### config.mk
export PLATFORM = sky130hd
export DESIGN_NAME = vbfs_queue
export DESIGN_NICKNAME = d
export VERILOG_FILES = /design/src/hw/rtl/vbfs_queue.sv
export SDC_FILE = /design/constraint.sdc
export NUM_CORES = 1
export LEC_CHECK = 0
export BUFFER_PORTS_ARGS = -buffer_cell sky130_fd_sc_hd__buf_2
export CORE_MARGIN = 3
export CORE_UTILIZATION = 44
export DETAILED_ROUTE_END_ITERATION = 16
export PLACE_DENSITY = 0.72
export SLEW_MARGIN = 20
export SYNTH_ARGS = -nofsm -noshare
export SYNTH_HDL_FRONTEND = slang
export SYNTH_SLANG_ARGS = --single-unit
export TNS_END_PERCENT = 100
### constraint.sdc
create_clock -name clk -period 1.45 [get_ports clk]
set_clock_uncertainty 0.2 [all_clocks]
set_input_delay 0.0725 -clock clk [delete_from_list [all_inputs] [get_ports clk]]
set_output_delay 0.0725 -clock clk [all_outputs]
set_load 0.02 [all_outputs]
### src/hw/rtl/vbfs_queue.sv
`default_nettype none

module vbfs_queue #(
    parameter int DATA_W = 8
) (
    input  wire logic              clk,
    input  wire logic              rst_n,
    input  wire logic              push,
    input  wire logic [DATA_W-1:0] push_data,
    output logic                   full,
    input  wire logic              pop,
    output logic [DATA_W-1:0]      pop_data,
    output logic                   empty
);

    logic [DATA_W-1:0] slot_reg [2];
    logic              wr_ptr_reg;
    logic              wr_ptr_next;
    logic              rd_ptr_reg;
    logic              rd_ptr_next;
    logic [1:0]        count_reg;
    logic [1:0]        count_next;
    logic              do_push;
    logic              do_pop;

    assign full     = (count_reg == 2'd2);
    assign empty    = (count_reg == 2'd0);
    assign pop_data = slot_reg[rd_ptr_reg];
    assign do_push  = push && !full;
    assign do_pop   = pop && !empty;

    always_comb
    begin
        wr_ptr_next = do_push ? !wr_ptr_reg : wr_ptr_reg;
        rd_ptr_next = do_pop ? !rd_ptr_reg : rd_ptr_reg;
        count_next  = count_reg;
        if (do_push && !do_pop)
        begin
            count_next = count_reg + 2'd1;
        end
        else if (do_pop && !do_push)
        begin
            count_next = count_reg - 2'd1;
        end
    end

    always_ff @(posedge clk or negedge rst_n)
    begin
        if (!rst_n)
        begin
            wr_ptr_reg <= 1'b0;
            rd_ptr_reg <= 1'b0;
            count_reg  <= 2'd0;
        end
        else
        begin
            wr_ptr_reg <= wr_ptr_next;
            rd_ptr_reg <= rd_ptr_next;
            count_reg  <= count_next;
        end
    end

    always_ff @(posedge clk)
    begin
        if (do_push)
        begin
            slot_reg[wr_ptr_reg] <= push_data;
        end
    end

endmodule

`default_nettype wire

---- Word level (Yosys, flattened, before mapping) ----
Memory sizes are Yosys's and may differ from the RTL's.
Index checks and enable logic that the tools add are counted.
operators by class
  add/subtract/negate cells ............... 2
  equality and inequality tests ........... 1
  muxes and demuxes ....................... 4
  reduce and logical (&&, ||, !) cells .... 12
operators with widths
  kind                   number
  $logic_not A1 Y1       6
  $logic_and A1 B1 Y1    4
  $mux W2                2
  $add A2 B1 Y2 const B  1
  $eq A2 B2 Y1 const B   1
  $logic_not A2 Y1       1
  $mux W1                2
  $reduce_bool A2 Y1     1
  $sub A2 B1 Y2 const B  1
word-level totals
  register bits after elaboration ......... 4
  memory bits (writable) .................. 16
  bits of input ports ..................... 12
  memories kept ........................... 1
memory list
  name      depth  width  read ports  clocked after memory_dff  wr ports  line  source
  slot_reg  2      8      1           0                         1         16    logic [DATA_W-1:0] slot_reg [2];

---- Logic depth before layout (Yosys ltp) ----
  word-level depth ........................ 7
  depth in mapped cells ................... 7
  depth with buffers taken out ............ 7

---- Least setup slack after synthesis ----
No wires, ideal clock.
  path type ............................... reg2reg
  start ................................... reg count_reg[0]
  end ..................................... mem slot_reg[0][0], enable pin
  library setup time ...................... 370 ps
  arrival time ............................ 1022 ps
  data required time ...................... 880 ps
  path slack .............................. -142 ps
  stages on the path, launching flop included .. 4
  path through ............................ dfrtp_1 -> nand2b_1 -> nand2_2 -> nor2_1
between the ends
  cells in the longest elaborated chain, start to end .. 5
ends and longest elaborated chain
  item                           line  source
  start: declaration             21    logic [1:0] count_reg;
  start signal: assignment       59    count_reg <= count_next;
  $eq A2 B2 Y1                   26    assign full = (count_reg == 2'd2);
  $logic_not A1 Y1               29    assign do_push = push && !full;
  $logic_and A1 B1 Y1            29
  $mux W1                        65    if (do_push)
  $mux W1 (not written as such)  67    slot_reg[wr_ptr_reg] <= push_data;
  end: declaration               16
Every way passes these cells.

---- Worst setup path after layout ----
  start ................................... reg rd_ptr_reg
  end ..................................... out pop_data[5]
between the ends
  cells in the longest elaborated chain, start to end .. 1
ends and longest elaborated chain
  item                      line  source
  start: declaration        19    logic rd_ptr_reg;
  start signal: assignment  58    rd_ptr_reg <= rd_ptr_next;
  $mem_v2 Z2 W8             --
  end: declaration          12    output logic [DATA_W-1:0] pop_data,
Every way passes these cells.

==> out/qor.tcl <==
set qor(status) {finished with violations}
set qor(violated_checks) {negative setup slack}
set qor(critical-path-top-cell-by-count) {sky130_fd_sc_hd__buf_6}
set qor(critPathBufInv) 2
set qor(placement.io_buffers) 21
set qor(clk_tree_root_cell) {sky130_fd_sc_hd__clkbuf_4}
set qor(synthToLayoutAreaGrowth_pct) 67.68
set qor(worstPathCellList) {buf_6, mux2_4, buf_6}
set qor(drtAntennaViolNets) 0
set qor(gr-total-overflow) 0
set qor(layout_worst_path_cycle_share_pct) 109.3
set qor(post_layout_nonfiller_instances) 118
set qor(clkSlewWorstSetupHoldPaths_ns) 0.10
set qor(worst_ep_required_time_ns) 1.18
set qor(setup.worst_path.end_class) {primary output}
set qor(grt_use_total_pct) 15.18
set qor(number_of_storage_elements_in_the_synthesis_netlist) 20
set qor(power_switching_share_pct) 33.27
set qor(drc_errors_left) 0
set qor(viasPerCell) 4.568
set qor(crit_path_start_kind) {flip-flop}
set qor(largest_register_ff_count) 16
set qor(tns_ns) -1.198
set qor(min_path_cells) 5
set qor(yosys_top_cell_by_area) {sky130_fd_sc_hd__edfxtp_1}
set qor(die_y_um) 48.16
set qor(routed-via-count) 539
set qor(min_delay_worst_endpoint) {count_reg[0]$_DFFE_PN0P_}
set qor(total_switching_power_mw) 0.8646
set qor(synth_seq_area_share_pct) 74.24
set qor(grt_start_max_net_pins) 12
set qor(detailedRoute.firstPassIterationCount) 2
set qor(synth_top_area_share_pct) 61.44
set qor(grt_first_pass_wirelength_um) 2352
set qor(post-dp-hpwl_um) 969.4
set qor(p_comb_share_pct) 54.4
set qor(finalWirelength_um) 1702
set qor(floorplan.io_pins) 22
set qor(ff2ff_path_depth) 7
set qor(timing.rr.start) {count_reg[0]$_DFFE_PN0P_}
set qor(lkg_pwr_nw) 0.5739
set qor(critical_path.slowest_cell) {sky130_fd_sc_hd__dfrtp_2}
set qor(num-nets-final) 108
set qor(cts_sinks) 20
set qor(p_clk_share_pct) 10.2
set qor(clock_tree.buffer_depth) 2
set qor(finalWeightedCongestion) 0.7191
set qor(internal_power_mw) 1.734
set qor(core_region_area_um2) 1594
set qor(synthesized_netlist_net_count) 57
set qor(cts_tree) {built}
set qor(ys_types) 15
set qor(critical_path.top_delay_family) {flip-flops}
set qor(clk_latency_ns) 0.29
set qor(detail_route.iter0.violations) 7
set qor(synth.yosys.warnings) 0
set qor(critical-path-max-stage-delay_ns) 0.45
set qor(critical_path_class) {flip-flop to primary output}
set qor(power_frac_seq_pct) 35.4
set qor(reg2reg_setup_slack_ns) -0.07
set qor(post_synth_instance_area_um2) 782.0
set qor(die-width_um) 48.16
set qor(grt_antenna_before_repair) 0
set qor(drt-wirelength-per-cell_um) 14.42
set qor(synth_top_cells_by_area) {sky130_fd_sc_hd__edfxtp_1, sky130_fd_sc_hd__dfrtp_1, sky130_fd_sc_hd__mux2_1}
set qor(initial_core_util_pct) 49.06
set qor(syn_area_per_cell_um2) 17.77
set qor(worst-slew-pin-transition_ns) 0.2015
set qor(antenna-diode-count) 0
set qor(power.ir.vdd_worst_v) 0.001412
set qor(worst_ep_arrival_time_ns) 1.31
set qor(seqCellArea_um2) 583.1
set qor(synthesis.instances) 44
set qor(drive_gt1_share_pct) 60.64
set qor(clock.fmax_ghz) 0.6309
set qor(die_area_um2) 2319
set qor(cellPowerDensity_nw_per_um2) 1982
set qor(hold_path.class) {input pin to flip-flop}
set qor(critical_path.max_fanout) 3
set qor(n_fill_cell) 88
set qor(worstHoldStart) {push}
set qor(number_of_cells_after_detailed_placement) 97
set qor(setup_slack_ns) -0.1350
set qor(slew-limit-headroom_pct) 86.52
set qor(slew_viol_final) 0
set qor(std_cell_rows) 14
set qor(grt_setup_unrepaired) {yes}
set qor(grt_pass1_vias) 542
set qor(critical_path.reg2reg.endpoint) {count_reg[1]$_DFFE_PN0P_}
set qor(h-tree-depth) 1
set qor(drv.max_cap_violation_count) 0
set qor(setup_violations) 17
set qor(multi_input_comb_area_um2) 257.7
set qor(finalCriticalPeriod_ns) 1.585
set qor(finalHoldViolCount) 0
set qor(cts-buffers-inserted) 3
worst min-delay path, delay by kind of cell:
kind	cells	cell delay, ns
adders and majority gates	1	0.13
and+or+nand+nor	1	0.06
xor gates and xnor gates	1	0.06
buffers and inverters	2	0.17
repair_timing:
item / in CTS / in global routing
endpoints found under the hold margin: 21 / 0
setup endpoints to repair: 17 / 19
setup buffers: 5 / 1
pin swaps: 1 / 1
gates resized for setup: 30 / 11
hold buffers: 11 / 0
routing by layer:
metal  up-vias  global-route usage, %  part of all wire, %  wire length, um
met4         0                  3.226                  1.1               19
li1        257                      -                    -                -
met2        15                  30.47                   58              985
met5         -                      0                    0                0
met1       265                  15.60                   38              648
met3         2                  3.321                  2.8               48
cell usage in the layout, fill, tap and decap left out, drive strengths merged, types with 2 or more instances in the layout:
cell | netlist | layout
buf | 1 | 36
edfxtp | 16 | 16
dlygate4sd3 | 0 | 11
mux2 | 8 | 8
clkbuf | 0 | 4
dfrtp | 4 | 4
xnor2 | 3 | 3
nor2 | 3 | 3
xor2 | 2 | 2
inv | 2 | 2
synth_stat cells:
| master | n |
|---|---|
| sky130_fd_sc_hd__edfxtp_1 | 16 |
| sky130_fd_sc_hd__inv_1 | 2 |
| sky130_fd_sc_hd__mux2_1 | 6 |
| sky130_fd_sc_hd__dfrtp_1 | 4 |
| sky130_fd_sc_hd__nand2_2 | 1 |
| sky130_fd_sc_hd__xor2_1 | 2 |
| sky130_fd_sc_hd__nor2_1 | 3 |
| sky130_fd_sc_hd__nand2b_1 | 1 |
| sky130_fd_sc_hd__o21ai_1 | 1 |
| sky130_fd_sc_hd__xnor2_1 | 2 |
| sky130_fd_sc_hd__mux2_2 | 2 |
| sky130_fd_sc_hd__and3_1 | 1 |
| sky130_fd_sc_hd__ha_1 | 1 |
| sky130_fd_sc_hd__buf_2 | 1 |
| sky130_fd_sc_hd__xnor2_2 | 1 |
per-stage QoR:
stage                     area [um2]  worst slack (ns)  utilization, %  hold WS [ns]  power (mW)
after floorplan                797.0           -0.1117               -       -0.4231       1.463
after global placement         994.7          -0.03408           62.40       -0.3147       1.778
after detailed placement       994.7          -0.05570           62.40       -0.3153       1.805
after CTS                       1257           -0.1225           78.89       0.04967       2.468
after global routing            1311           -0.1865           82.26       0.03105       2.742
final                           1311           -0.1350           82.26       0.03332       2.599
kinds of logic (layout without fill, tap and decap cells):
logic type	count (synthesis)	in the layout	share of synthesized area, %
muxes	8	8	11.52
buffers and inverters	3	53	1.600
adders and majority gates	1	1	1.600
xor gates and xnor gates	5	5	6.561
AOI/OAI and AO/OA	1	1	0.6394
and+or+nand+nor	6	6	3.841
DFF	20	20	74.24
cell type report:
cell class	count	share of cell area [%]
timing repair buffer	47	31.01
tap	24	2.290
inverter	2	0.5725
sequential	20	44.47
multi-input combinational	21	19.66
clock buffer	4	2.004
worst max path at each step:
stage	slack [ns]	startpoint	cells past startpoint	endpoint
6_report	-0.13	rd_ptr_reg$_DFFE_PN0P_	3	pop_data[5]
5_1_grt	-0.19	rd_ptr_reg$_DFFE_PN0P_	3	pop_data[4]
4_1_cts	-0.12	rd_ptr_reg$_DFFE_PN0P_	3	pop_data[3]
3_5_place_dp	-0.06	count_reg[1]$_DFFE_PN0P_	5	count_reg[1]$_DFFE_PN0P_
3_3_place_gp	-0.03	count_reg[1]$_DFFE_PN0P_	5	slot_reg[0][3]$_DFFE_PP_
2_1_floorplan	-0.11	count_reg[0]$_DFFE_PN0P_	3	slot_reg[0][0]$_DFFE_PP_
power groups by stage:
stage	registers, mW	logic, mW	clock network, mW
after detailed placement	0.940	0.865	0
after CTS	0.900	1.30	0.269
after global placement	0.927	0.851	0
after floorplan	0.884	0.579	0
after global routing	0.938	1.51	0.299
final	0.920	1.41	0.265
Note: power is estimated with default switching activity, not from simulation.
