$ cat src/hw/rtl/vbfs_pkg.sv
`default_nettype none

package vbfs_pkg;

    localparam int COORD_W = 8;
    localparam int BYTE_W  = 8;

    localparam logic [2:0] OP_WRITE       = 3'd0;
    localparam logic [2:0] OP_READ        = 3'd1;
    localparam logic [2:0] OP_CLEAR_ALL   = 3'd2;
    localparam logic [2:0] OP_CLEAR_LAYER = 3'd3;
    localparam logic [2:0] OP_FILL_LAYER  = 3'd4;

    typedef enum logic [1:0] {
        CMD_NOP   = 2'd0,
        CMD_WRITE = 2'd1,
        CMD_READ  = 2'd2,
        CMD_SWEEP = 2'd3
    } cmd_kind_t;

    typedef struct packed {
        cmd_kind_t           kind;
        logic                ok;
        logic                lit;
        logic [COORD_W-1:0]  col;
        logic [BYTE_W-1:0]   fill;
    } cmd_ctl_t;

    typedef struct packed {
        logic in_range;
        logic voxel_bit;
    } result_t;

endpackage

`default_nettype wire

$ cat src/hw/rtl/vbfs_front.sv
`default_nettype none

module vbfs_front
    import vbfs_pkg::*;
#(
    parameter int GRID_WIDTH  = 128,
    parameter int GRID_HEIGHT = 128,
    parameter int LAYER_COUNT = 8,
    localparam int TOTAL_ROWS = GRID_HEIGHT * LAYER_COUNT,
    localparam int ROW_AW     = (TOTAL_ROWS > 1) ? $clog2(TOTAL_ROWS) : 1
) (
    input  wire logic               clk,
    input  wire logic               rst_n,
    input  wire logic               push,
    output logic                    full,
    input  wire logic [2:0]         op,
    input  wire logic [COORD_W-1:0] x_coord,
    input  wire logic [COORD_W-1:0] y_coord,
    input  wire logic [COORD_W-1:0] z_layer,
    input  wire logic               lit,
    input  wire logic [BYTE_W-1:0]  fill_byte,
    input  wire logic               cfg_valid,
    output logic                    cfg_ready,
    input  wire logic               cfg_data,
    input  wire logic               cmd_full,
    input  wire logic               init_busy,
    output logic                    cmd_push,
    output cmd_ctl_t                cmd_ctl,
    output logic [ROW_AW-1:0]       cmd_row,
    output logic [ROW_AW-1:0]       cmd_last
);

    localparam logic [COORD_W:0] W_LIM = (COORD_W + 1)'(GRID_WIDTH);
    localparam logic [COORD_W:0] H_LIM = (COORD_W + 1)'(GRID_HEIGHT);
    localparam logic [COORD_W:0] L_LIM = (COORD_W + 1)'(LAYER_COUNT);

    logic               swap_reg;
    logic               swap_next;
    logic [COORD_W-1:0] col;
    logic [COORD_W-1:0] row;
    logic               z_ok;
    logic               voxel_ok;
    logic [ROW_AW-1:0]  layer_base;
    logic [ROW_AW-1:0]  row_addr;

    assign cfg_ready = 1'b1;
    assign swap_next = (cfg_valid && cfg_ready) ? cfg_data : swap_reg;

    always_ff @(posedge clk or negedge rst_n)
    begin
        if (!rst_n)
        begin
            swap_reg <= 1'b0;
        end
        else
        begin
            swap_reg <= swap_next;
        end
    end

    assign full     = cmd_full || init_busy;
    assign cmd_push = push && !full;

    always_comb
    begin
        col        = swap_reg ? y_coord : x_coord;
        row        = swap_reg ? x_coord : y_coord;
        z_ok       = ({1'b0, z_layer} < L_LIM);
        voxel_ok   = ({1'b0, x_coord} < W_LIM) && ({1'b0, y_coord} < H_LIM) && z_ok
                     && ({1'b0, col} < W_LIM) && ({1'b0, row} < H_LIM);
        layer_base = ROW_AW'(ROW_AW'(z_layer) * ROW_AW'(GRID_HEIGHT));
        row_addr   = layer_base + ROW_AW'(row);

        cmd_ctl.kind = CMD_NOP;
        cmd_ctl.ok   = 1'b0;
        cmd_ctl.lit  = lit;
        cmd_ctl.col  = col;
        cmd_ctl.fill = '0;
        cmd_row      = row_addr;
        cmd_last     = row_addr;

        case (op)
            OP_WRITE:
            begin
                cmd_ctl.kind = voxel_ok ? CMD_WRITE : CMD_NOP;
                cmd_ctl.ok   = voxel_ok;
            end
            OP_READ:
            begin
                cmd_ctl.kind = voxel_ok ? CMD_READ : CMD_NOP;
                cmd_ctl.ok   = voxel_ok;
            end
            OP_CLEAR_ALL:
            begin
                cmd_ctl.kind = CMD_SWEEP;
                cmd_ctl.ok   = 1'b1;
                cmd_row      = '0;
                cmd_last     = ROW_AW'(TOTAL_ROWS - 1);
            end
            OP_CLEAR_LAYER, OP_FILL_LAYER:
            begin
                cmd_ctl.kind = z_ok ? CMD_SWEEP : CMD_NOP;
                cmd_ctl.ok   = z_ok;
                cmd_ctl.fill = (op == OP_FILL_LAYER) ? fill_byte : '0;
                cmd_row      = layer_base;
                cmd_last     = layer_base + ROW_AW'(GRID_HEIGHT - 1);
            end
            default:
            begin
                cmd_ctl.kind = CMD_NOP;
                cmd_ctl.ok   = 1'b0;
            end
        endcase
    end

endmodule

`default_nettype wire

$ cat config.mk
export PLATFORM = sky130hd
export DESIGN_NAME = vbfs_front
export DESIGN_NICKNAME = d
export VERILOG_FILES = /design/src/hw/rtl/vbfs_pkg.sv /design/src/hw/rtl/vbfs_front.sv
export SDC_FILE = /design/constraint.sdc
export NUM_CORES = 1
export LEC_CHECK = 0
export ABC_AREA = 0
export BUFFER_PORTS_ARGS = -buffer_cell sky130_fd_sc_hd__buf_2
export CORE_UTILIZATION = 29
export DETAILED_ROUTE_END_ITERATION = 8
export PLACE_DENSITY = 0.87
export SLEW_MARGIN = 5
export SYNTH_ARGS = -nofsm -noshare
export SYNTH_HDL_FRONTEND = slang
export SYNTH_SLANG_ARGS = --single-unit
$ cat constraint.sdc
create_clock -name clk -period 2.87 [get_ports clk]
set_input_delay 0.861 -clock clk [delete_from_list [all_inputs] [get_ports clk]]
set_output_delay 0.861 -clock clk [all_outputs]
set_load 0.05 [all_outputs]
### Yosys cells after proc, flatten, opt, wreduce, memory -nomap -nowiden

Cells that the tools add are included.

| cells by class | value |
|---|---|
| $add $sub $neg | 2 |
| magnitude comparators | 5 |
| equality and inequality tests | 4 |
| mux-type cells | 10 |
| reduce and logical (&&, ||, !) cells | 9 |

Operators by type and width:

| cell | number |
|---|---|
| $pmux 10 s2 | 2 |
| $lt 8x8->1 const B | 4 |
| $mux 8 | 4 |
| $pmux 3 s4 | 1 |
| $add 10x7->10 const B | 1 |
| $add 10x8->10 | 1 |
| $lt 8x4->1 const B | 1 |
| $eq 3x2->1 const B | 2 |
| $logic_and 1x1->1 | 5 |
| $mux 2 | 2 |
| $eq 3x1->1 const B | 1 |
| $eq 3x3->1 const B | 1 |
| $logic_not 3->1 | 1 |
| $reduce_or 2->1 | 1 |
| $logic_not 1->1 | 1 |
| $logic_or 1x1->1 | 1 |
| $mux 1 | 1 |

| storage, ports and cells | value |
|---|---|
| bits in registers | 1 |
| input port bits | 43 |
| output and inout bits | 43 |

### Depth between registers and ports, before layout

Gate-level depths: netlist of the first run.

| logic depth | value |
|---|---|
| depth after elaboration | 7 |
| mapped depth | 8 |

### Worst setup path before layout of the first run

Ideal clock, no wire load.

| timing path | value |
|---|---|
| path type | input port to output port |
| from | input z_layer[7] |
| to | output cmd_ctl[17] (netlist name) |
| data arrival time | 3.045 ns |
| setup slack | -1.036 ns |
| stages | 3 |
| path through | nor3_2 > nand2_1 > o311ai_0 |

RTL lines:

| item | RTL line | RTL |
|---|---|---|
| start: declaration | vbfs_front.sv:19 | `input wire logic [COORD_W-1:0] z_layer,` |
| end: declaration | vbfs_front.sv:28 | `output cmd_ctl_t cmd_ctl,` |

### Final worst setup path of the first run

| timing path | value |
|---|---|
| from | input y_coord[7] |
| to | output cmd_last[8] |

| between the ends | value |
|---|---|
| cells in the longest elaborated chain, start to end | 3 |

RTL lines:

| item | RTL line | RTL |
|---|---|---|
| start: declaration | vbfs_front.sv:18 | `input wire logic [COORD_W-1:0] y_coord,` |
| $mux 8 | vbfs_front.sv:67 | `row = swap_reg ? x_coord : y_coord;` |
| $add 10x8->10 | vbfs_front.sv:72 | `row_addr = layer_base + ROW_AW'(row);` |
| $pmux 10 s2 | vbfs_front.sv:82 | `case (op)` |
| end: declaration | vbfs_front.sv:30 | `output logic [ROW_AW-1:0] cmd_last` |

No other way between the ends.

==> flow_metrics.tcl, run 1 <==
set metrics [dict create \
    overflow 0 \
    power.density_nw_per_um2 320 \
    skew_ns 0 \
    hp-class "in2async" \
    setup_viol 5 \
    fp.coreArea_um2 2190 \
    finalHoldViolations 0 \
    slew_violations 0 \
    grt_max_degree 17 \
    use_met1_pct 24.2 \
    initial_utilization_pct 30.7 \
    max_freq_mhz 320 \
    ios 86 \
    synth_largest_area_cell "mux2_2" \
    fin_nets 230 \
    violations "negative setup slack" \
    synth_edf_count 0 \
    detail_route.vias_per_cell 4.91 \
    diodes 0 \
    drc 0 \
    antenna_found_initial 0 \
    crit_required_ns 2.01 \
    num_rows 17 \
    ys_types 32 \
    avgSynthCellArea_um2 7.01 \
    clock_latency_ns 0 \
    vdd_drop_max_mv 0.206 \
    finalNonFillerCells 211 \
    die_w_um 50.2 \
    gp_congestion 0.714 \
    ys_ff_latch 1 \
    synth_fp_nets 141 \
    critPathMaxStageDelay_ns 0.31 \
    dieHeight_um 50.2 \
    synth_common_cells "14 x nor2_1, 10 x mux2_2, 8 x and3_1, 8 x nand2_1, 7 x mux2i_1" \
    dp.cells 208 \
    wirelength_mm 2.37 \
    p_leak_nw 0.762 \
    grt-busiest-layer "met2" \
    ant_nets 0 \
    dpl.hpwl_mm 1.95 \
    grt_pass1_vias 935 \
    vias 1037 \
    nFillCells 189 \
    crit_fanout 2 \
    holdWs_ns 0.638 \
    ys_top_cells_by_area "mux2_2 17%, mux2i_1 10%, nor2_1 7.8%, and3_1 7.4%, nand2_1 4.5%" \
    clk_pin_slew_ns 0 \
    rsz0062_at_grt "true" \
    slowest_stage "a311oi_4" \
    largest_register_ffs 1 \
    rrSetupSlack_ns 1.88 \
    fin_crit_sh_pct 109 \
    dieArea_um2 2520 \
    critPathLaunchType "primary input" \
    setup_ws_ns -0.256 \
    syn_inst 96 \
    synth_area_um2 673 \
    grtUsageMet3_pct 0.606 \
    grt_pass1_wl_mm 3.95 \
    drtIter0Drc 3 \
    dr.pass1.iters 3 \
    maxCapViolations 0 \
    cts_hold_buf 0 \
    crit_type "in2out" \
    yosysMostFrequentCell "nor2_1" \
    synth_flop_cell "dfrtp_1" \
    post_drt_wl_per_cell_um 11.2 \
    worstPathArrival_ns 2.27 \
    place.port_buffers 82 \
    async_reset_ff_share_pct 100 \
    end_kind "output port" \
    drive_gt1_share_pct 70.5 \
    synth_top_area_share_pct 16.7 \
    cp_cell_sequence "buf_6 -> mux2_4 -> ha_4 -> ha_4 -> nor2b_4 -> a311oi_4 -> o21ai_4 -> buf_6" \
    syn_to_final_growth_pct 109 \
    ys_seq_area_share_pct 3.72 \
    outcome "finished with violations" \
    grt_use_met2_pct 36.2 \
    yosys_warnings 0 \
    gr-usage-all-layers_pct 18.8 \
    period_minus_slack_ns 3.13 \
]
==> kinds of logic after synthesis <==
logic type	count (synthesis)	synth area share [%]
buffers and inverters	13	10.8
DFF	1	3.72
adders and majority gates	2	3.72
and+or+nand+nor	42	32.5
muxes	17	27.1
AOI/OAI and AO/OA	20	21.6
other	1	0.557
==> cell type report <==
| cell class | instances | area [um^2] | area share [%] |
|---|---|---|---|
| Tap cell | 28 | 35.0 | 2.50 |
| Timing Repair Buffer | 96 | 591 | 42.1 |
| Inverter | 4 | 15.0 | 1.07 |
| Multi-Input combinational cell | 82 | 738 | 52.6 |
| Sequential cell | 1 | 25.0 | 1.78 |
==> layer usage <==
layer | vias up | share of wire (%)
met5 | - | 0
met2 | 46 | 51
met1 | 464 | 43
met4 | 0 | 0
li1 | 527 | -
met3 | 0 | 5.8
==> worst max-delay path, delay by kind of cell <==
family | cells | cell delay [ns]
multiplexers | 1 | 0.28
AO/OA/AOI/OAI | 2 | 0.38
buffers and inverters | 2 | 0.24
AND/OR/NAND/NOR | 1 | 0.12
adder cells (fa/ha/maj) | 2 | 0.38
==> stage by stage <==
step           power, mW  utilization (%)  worst slack, ns  area [um^2]  TNS [ns]
2_1_floorplan      0.324                -           -0.445          790     -1.12
3_3_place_gp       0.413             58.1           -0.346         1270     -1.32
3_5_place_dp       0.417             58.1           -0.357         1270     -1.40
4_1_cts            0.439             61.4           -0.343         1350    -0.979
5_1_grt            0.473             64.1           -0.297         1400     -1.01
6_report           0.449             64.1           -0.256         1400    -0.788
==> cells in the final DEF (no fill, tap or decap), drive strengths merged, types with 3 or more instances in the layout <==
cell and count:
buf 93, nor2 14, mux2 10, nand2 8, and3 8, mux2i 7
a21oi 6, inv 4, o21ai 4, clkbuf 3, a311oi 3
==> power breakdown <==
group | switching (mW) | internal [mW] | total [mW]
logic | 0.282 | 0.151 | 0.432
registers | 0.00109 | 0.0158 | 0.0169
clock network | 0 | 0 | 0
==> path summary, 6_finish.rpt <==
| path | end | startpoint | cells past startpoint |
|---|---|---|---|
| worst max-delay path | cmd_last[8] | y_coord[7] | 8 |
| worst min-delay path | swap_reg | rst_n | 1 |
| worst max register to register | swap_reg | swap_reg | 2 |
| worst min register to register | swap_reg | swap_reg | 2 |
| max in group asynchronous | swap_reg | rst_n | 1 |
| min in group clk | swap_reg | swap_reg | 2 |
==> timing repair <==
action | CTS | global route
resized for setup | 16 | 15
setup endpoints to repair | 6 | 15
pin swaps | 7 | 4
buffers inserted | 2 | 1
hold endpoints to repair | 0 | 0
Note: power is estimated with default switching activity, not from simulation.
==> inputs of run 2 (changes only) <==
--- a/config.mk
+++ b/config.mk
@@ -7,9 +7,9 @@
 export LEC_CHECK = 0
 export ABC_AREA = 0
 export BUFFER_PORTS_ARGS = -buffer_cell sky130_fd_sc_hd__buf_2
-export CORE_UTILIZATION = 29
+export CORE_UTILIZATION = 34
 export DETAILED_ROUTE_END_ITERATION = 8
-export PLACE_DENSITY = 0.87
+export PLACE_DENSITY = 0.95
 export SLEW_MARGIN = 5
 export SYNTH_ARGS = -nofsm -noshare
 export SYNTH_HDL_FRONTEND = slang
==> constraint.sdc (replaced) <==
create_clock -name clk -period 3.85 [get_ports clk]
set_input_delay 1.155 -clock clk [delete_from_list [all_inputs] [get_ports clk]]
set_output_delay 1.155 -clock clk [all_outputs]
set_load 0.05 [all_outputs]
==> run 2 against run 1 <==
  * The flow now finishes without violations
  * Power shrank 33%
  * Die area shrank 14%
  * Worst setup slack gained 0.29 ns
  * Flip-flop and latch count is the same
  * Clock skew is the same
  * Via count shrank 3.0%
  * First-iteration DRC count grew to 4.0 times the previous value
  * Sequential share of layout area grew 0.33 points
  * Combinational power shrank 34%
  * Register-to-register slack gained 0.98 ns
==> flow_metrics.tcl, run 2 (synthesized netlist as in run 1, its figures left out) <==
set metrics [dict create \
    outcome "finished clean" \
    crit_type "in2out" \
    nFillCells 158 \
    fin_tns_setup_ns 0 \
    die_w_um 46.5 \
    final_core_util_pct 66.5 \
    detail_route.vias_per_cell 5.00 \
    dieHeight_um 46.5 \
    cp_top_family "buffers and inverters" \
    cp_cell_sequence "buf_2 -> mux2_4 -> ha_4 -> ha_4 -> nor2b_4 -> a311oi_2 -> buf_4 -> o21ai_2 -> buf_6" \
    grt_max_degree 17 \
    final_common_cell "buf_2" \
    num_rows 15 \
    final_cell_mix "80 x buf_2, 13 x nor2_1, 9 x mux2_2" \
    cts_hold_buf 0 \
    clk_pin_slew_ns 0 \
    power.density_nw_per_um2 252 \
    slew_violations 0 \
    fp.coreArea_um2 1780 \
    drc 0 \
    wirelength_mm 2.21 \
    syn_to_final_growth_pct 76.0 \
    max_freq_mhz 262 \
    finalHoldViolations 0 \
    fin_nets 223 \
    post_drt_wl_per_cell_um 11.0 \
    grt_pass1_wl_mm 2.86 \
    critPathBufInv 3 \
    setup_viol 0 \
    diodes 0 \
    antenna_found_initial 0 \
    worstPathArrival_ns 2.66 \
    ant_nets 0 \
    crit_required_ns 2.69 \
    grt_pass1_vias 720 \
    critPathLaunchType "primary input" \
    hp-class "reg2reg" \
    period_minus_slack_ns 3.81 \
    vdd_drop_max_mv 0.167 \
    drtIter0Drc 12 \
    initial_utilization_pct 37.8 \
    largest_register_ffs 1 \
    fin_crit_sh_pct 99.0 \
    overflow 0 \
    end_kind "output port" \
    clock_latency_ns 0 \
    dieArea_um2 2160 \
    ios 86 \
    drive_gt1_share_pct 63.6 \
    vias 1006 \
    place.port_buffers 82 \
    finalNonFillerCells 201 \
    dpl.hpwl_mm 1.80 \
    dr.pass1.iters 4 \
    critPathMaxStageDelay_ns 0.28 \
    dp.cells 201 \
    cpMostUsedCell "ha_4" \
    skew_ns 0 \
    multiInputGateArea_um2 638 \
    gp_congestion 0.782 \
    gr-usage-all-layers_pct 17.4 \
    p_leak_nw 0.688 \
    slowest_stage "mux2_4" \
    crit_fanout 2 \
    total_power_mw 0.299 \
    regArea_um2 25.0 \
    maxCapViolations 0 \
]
[run 2: changes by cell type in the layout (fill, tap and decap cells not counted), moves of 3 or more]
cell,change
buf_4,-8
clkbuf_4,-3
nor2_1,+3
buf_6,-6
buf_2,+11
[run 2: timing repair]
item,4_1_cts,5_1_grt
setup endpoints to repair,2,2
hold endpoints to repair,0,0
gates resized for setup,5,5
setup buffers,0,0
pin swaps,1,2
[run 2: layout make-up]
type | instances | share of cell area, %
inverters | 4 | 1.27
multi-input cells | 82 | 53.9
flip-flops and latches | 1 | 2.11
well taps | 25 | 2.64
repair buffers | 89 | 40.1
[run 2: worst paths after layout]
check,start,end,slack [ns],cells after the start
min,swap_reg,swap_reg,0.83,2
max in group asynchronous,rst_n,swap_reg,2.83,1
max,y_coord[7],cmd_last[8],0.04,9
max reg2reg,swap_reg,swap_reg,2.86,2
min in group asynchronous,rst_n,swap_reg,0.93,1
min reg2reg,swap_reg,swap_reg,0.83,2
[run 2: power breakdown]
part           internal [mW]  switching (mW)
Combinational         0.0883           0.198
Sequential            0.0118        0.000770
Clock                      0               0
[run 2: through the flow]
step / setup WS, ns / cell area (um^2) / hold WS [ns]
finish: 0.0368 / 1180 / 0.827
global route: -0.0285 / 1180 / 0.890
CTS: 0.0149 / 1140 / 0.816
detailed placement: -0.0791 / 1130 / 0.813
global placement: -0.0722 / 1130 / 0.823
floorplan: -0.0715 / 693 / 0.856
[run 2: worst reg2reg max path: cells and delay by family, from the launching register on]
| family | cells | cell delay [ns] |
|---|---|---|
| DFF | 1 | 0.37 |
| muxes | 1 | 0.28 |
| buffers and inverters | 1 | 0.21 |
[run 2: per-layer routing]
| metal | global-route usage (%) | part of all wire [%] | up-vias |
|---|---|---|---|
| met2 | 34.2 | 49 | 63 |
| met4 | 0.588 | 0 | 0 |
| met1 | 20.6 | 41 | 433 |
| met5 | 0 | 0 | - |
| met3 | 1.96 | 9.7 | 0 |
| li1 | - | - | 510 |
==> inputs of run 3 (changes only) <==
--- a/config.mk
+++ b/config.mk
@@ -9,6 +9,7 @@
 export BUFFER_PORTS_ARGS = -buffer_cell sky130_fd_sc_hd__buf_2
 export CORE_UTILIZATION = 34
 export DETAILED_ROUTE_END_ITERATION = 8
+export MAX_ROUTING_LAYER = met4
 export PLACE_DENSITY = 0.95
 export SLEW_MARGIN = 5
 export SYNTH_ARGS = -nofsm -noshare
==> run 3 against run 2 <==
  * Flip-flop and latch count unchanged
  * Critical path depth unchanged
  * Via count down 0.20%
  * Sequential share of layout area unchanged
  * Worst setup slack better by 0.0037 ns
  * Core utilization unchanged
  * Combinational power about the same
  * Hold slack about the same
  * Sequential power about the same
  * Fmax about the same
  * Largest cell class unchanged
==> flow_metrics.tcl, run 3 (synthesized netlist as in run 1, its figures left out) <==
set metrics [dict create \
    outcome "finished clean" \
    fp.coreArea_um2 1780 \
    dr.pass1.iters 4 \
    diodes 0 \
    vdd_drop_max_mv 0.167 \
    detail_route.vias_per_cell 5.00 \
    hold_path_depth 2 \
    vias 1004 \
    final_cell_mix "80 x buf_2, 13 x nor2_1, 9 x mux2_2" \
    place_area_um2 1130 \
    rrSetupSlack_ns 2.86 \
    gr-usage-all-layers_pct 17.9 \
    cp_top_family "buffers and inverters" \
    initial_utilization_pct 37.8 \
    setup_viol 0 \
    dieHeight_um 46.5 \
    r2r_cells 2 \
    critPathMaxStageDelay_ns 0.28 \
    final_common_cell "buf_2" \
    gp_congestion 0.793 \
    hp-class "reg2reg" \
    place_ws_ns -0.0791 \
    antenna_found_initial 0 \
    maxCapViolations 0 \
    wirelength_mm 2.24 \
    worstPathArrival_ns 2.65 \
    min_from "swap_reg" \
    fin_nets 223 \
    drc 0 \
    slew_violations 0 \
    finalHoldViolations 0 \
    place.port_buffers 82 \
    post_drt_wl_per_cell_um 11.1 \
    dpl.hpwl_mm 1.80 \
    design_area_um2 1180 \
    dieArea_um2 2160 \
    slowest_stage "mux2_4" \
    grt_pass1_vias 718 \
    critPathBufInv 3 \
    skew_ns 0 \
    fin_tns_setup_ns 0 \
    cp_cell_sequence "buf_2 -> mux2_4 -> ha_4 -> ha_4 -> nor2b_4 -> a311oi_2 -> buf_4 -> o21ai_2 -> buf_6" \
    power.density_nw_per_um2 253 \
    crit_type "in2out" \
    syn_to_final_growth_pct 76.0 \
    crit_fanout 2 \
    path_depth 9 \
    die_w_um 46.5 \
    crit_required_ns 2.69 \
    largest_register_ffs 1 \
    ant_nets 0 \
    overflow 0 \
    grt_pass1_wl_mm 2.86 \
    r2r-start "swap_reg" \
    period_minus_slack_ns 3.81 \
    cpMostUsedCell "ha_4" \
    total_power_mw 0.299 \
    holdWs_ns 0.827 \
    ios 86 \
    max_freq_mhz 263 \
    drtIter0Drc 12 \
    p_leak_nw 0.688 \
    r2r_end "swap_reg" \
    num_rows 15 \
    setup_ws_ns 0.0405 \
    whs_endpoint "swap_reg" \
    end_kind "output port" \
    grt_max_degree 17 \
    drive_gt1_share_pct 63.6 \
    critPathLaunchType "primary input" \
    fin_crit_sh_pct 98.9 \
    clk_pin_slew_ns 0 \
    clock_latency_ns 0 \
    nFillCells 158 \
]
## run 3: per-stage QoR
step,util (%),cells
after global placement,63.4,201
after floorplan,-,96
after CTS,64.2,201
after detailed placement,63.4,201
final,66.5,201
after global routing,66.5,201
## run 3: repair_timing
action                                  CTS  global route
pin swaps                                 1             2
endpoints found under the setup margin    2             2
setup buffers                             0             0
resized for setup                         5             5
hold buffers                              0             0
## run 3: final cells by class
class                      count  area [um^2]  share of cell area, %
timing repair buffer          89          475                   40.1
tap                           25         31.3                   2.64
sequential                     1         25.0                   2.11
inverter                       4         15.0                   1.27
multi-input combinational     82          638                   53.9
## run 3: how the worst max path moves through the flow
stage / startpoint / endpoint
6_report: y_coord[7] / cmd_last[8]
5_1_grt: y_coord[7] / cmd_last[8]
4_1_cts: x_coord[7] / cmd_last[8]
3_5_place_dp: x_coord[7] / cmd_last[8]
3_3_place_gp: x_coord[7] / cmd_last[8]
2_1_floorplan: z_layer[7] / cmd_ctl[17]
## run 3: worst reg2reg max path: stages (launching register included)
cell and delay (ns):
dfrtp_1 0.37, buf_4 0.21, mux2_2 0.28
## run 3: report_power, final
group,switching [mW],internal (mW)
Combinational,0.198,0.0883
Sequential,0.000770,0.0118
Clock,0,0
Total,0.199,0.100
## run 3: layer usage
layer | share of wire [%] | global-route usage, %
met3 | 9.2 | 0.784
met5 | 0 | -
met4 | 0 | 0.588
met2 | 48 | 34.2
met1 | 43 | 21.2
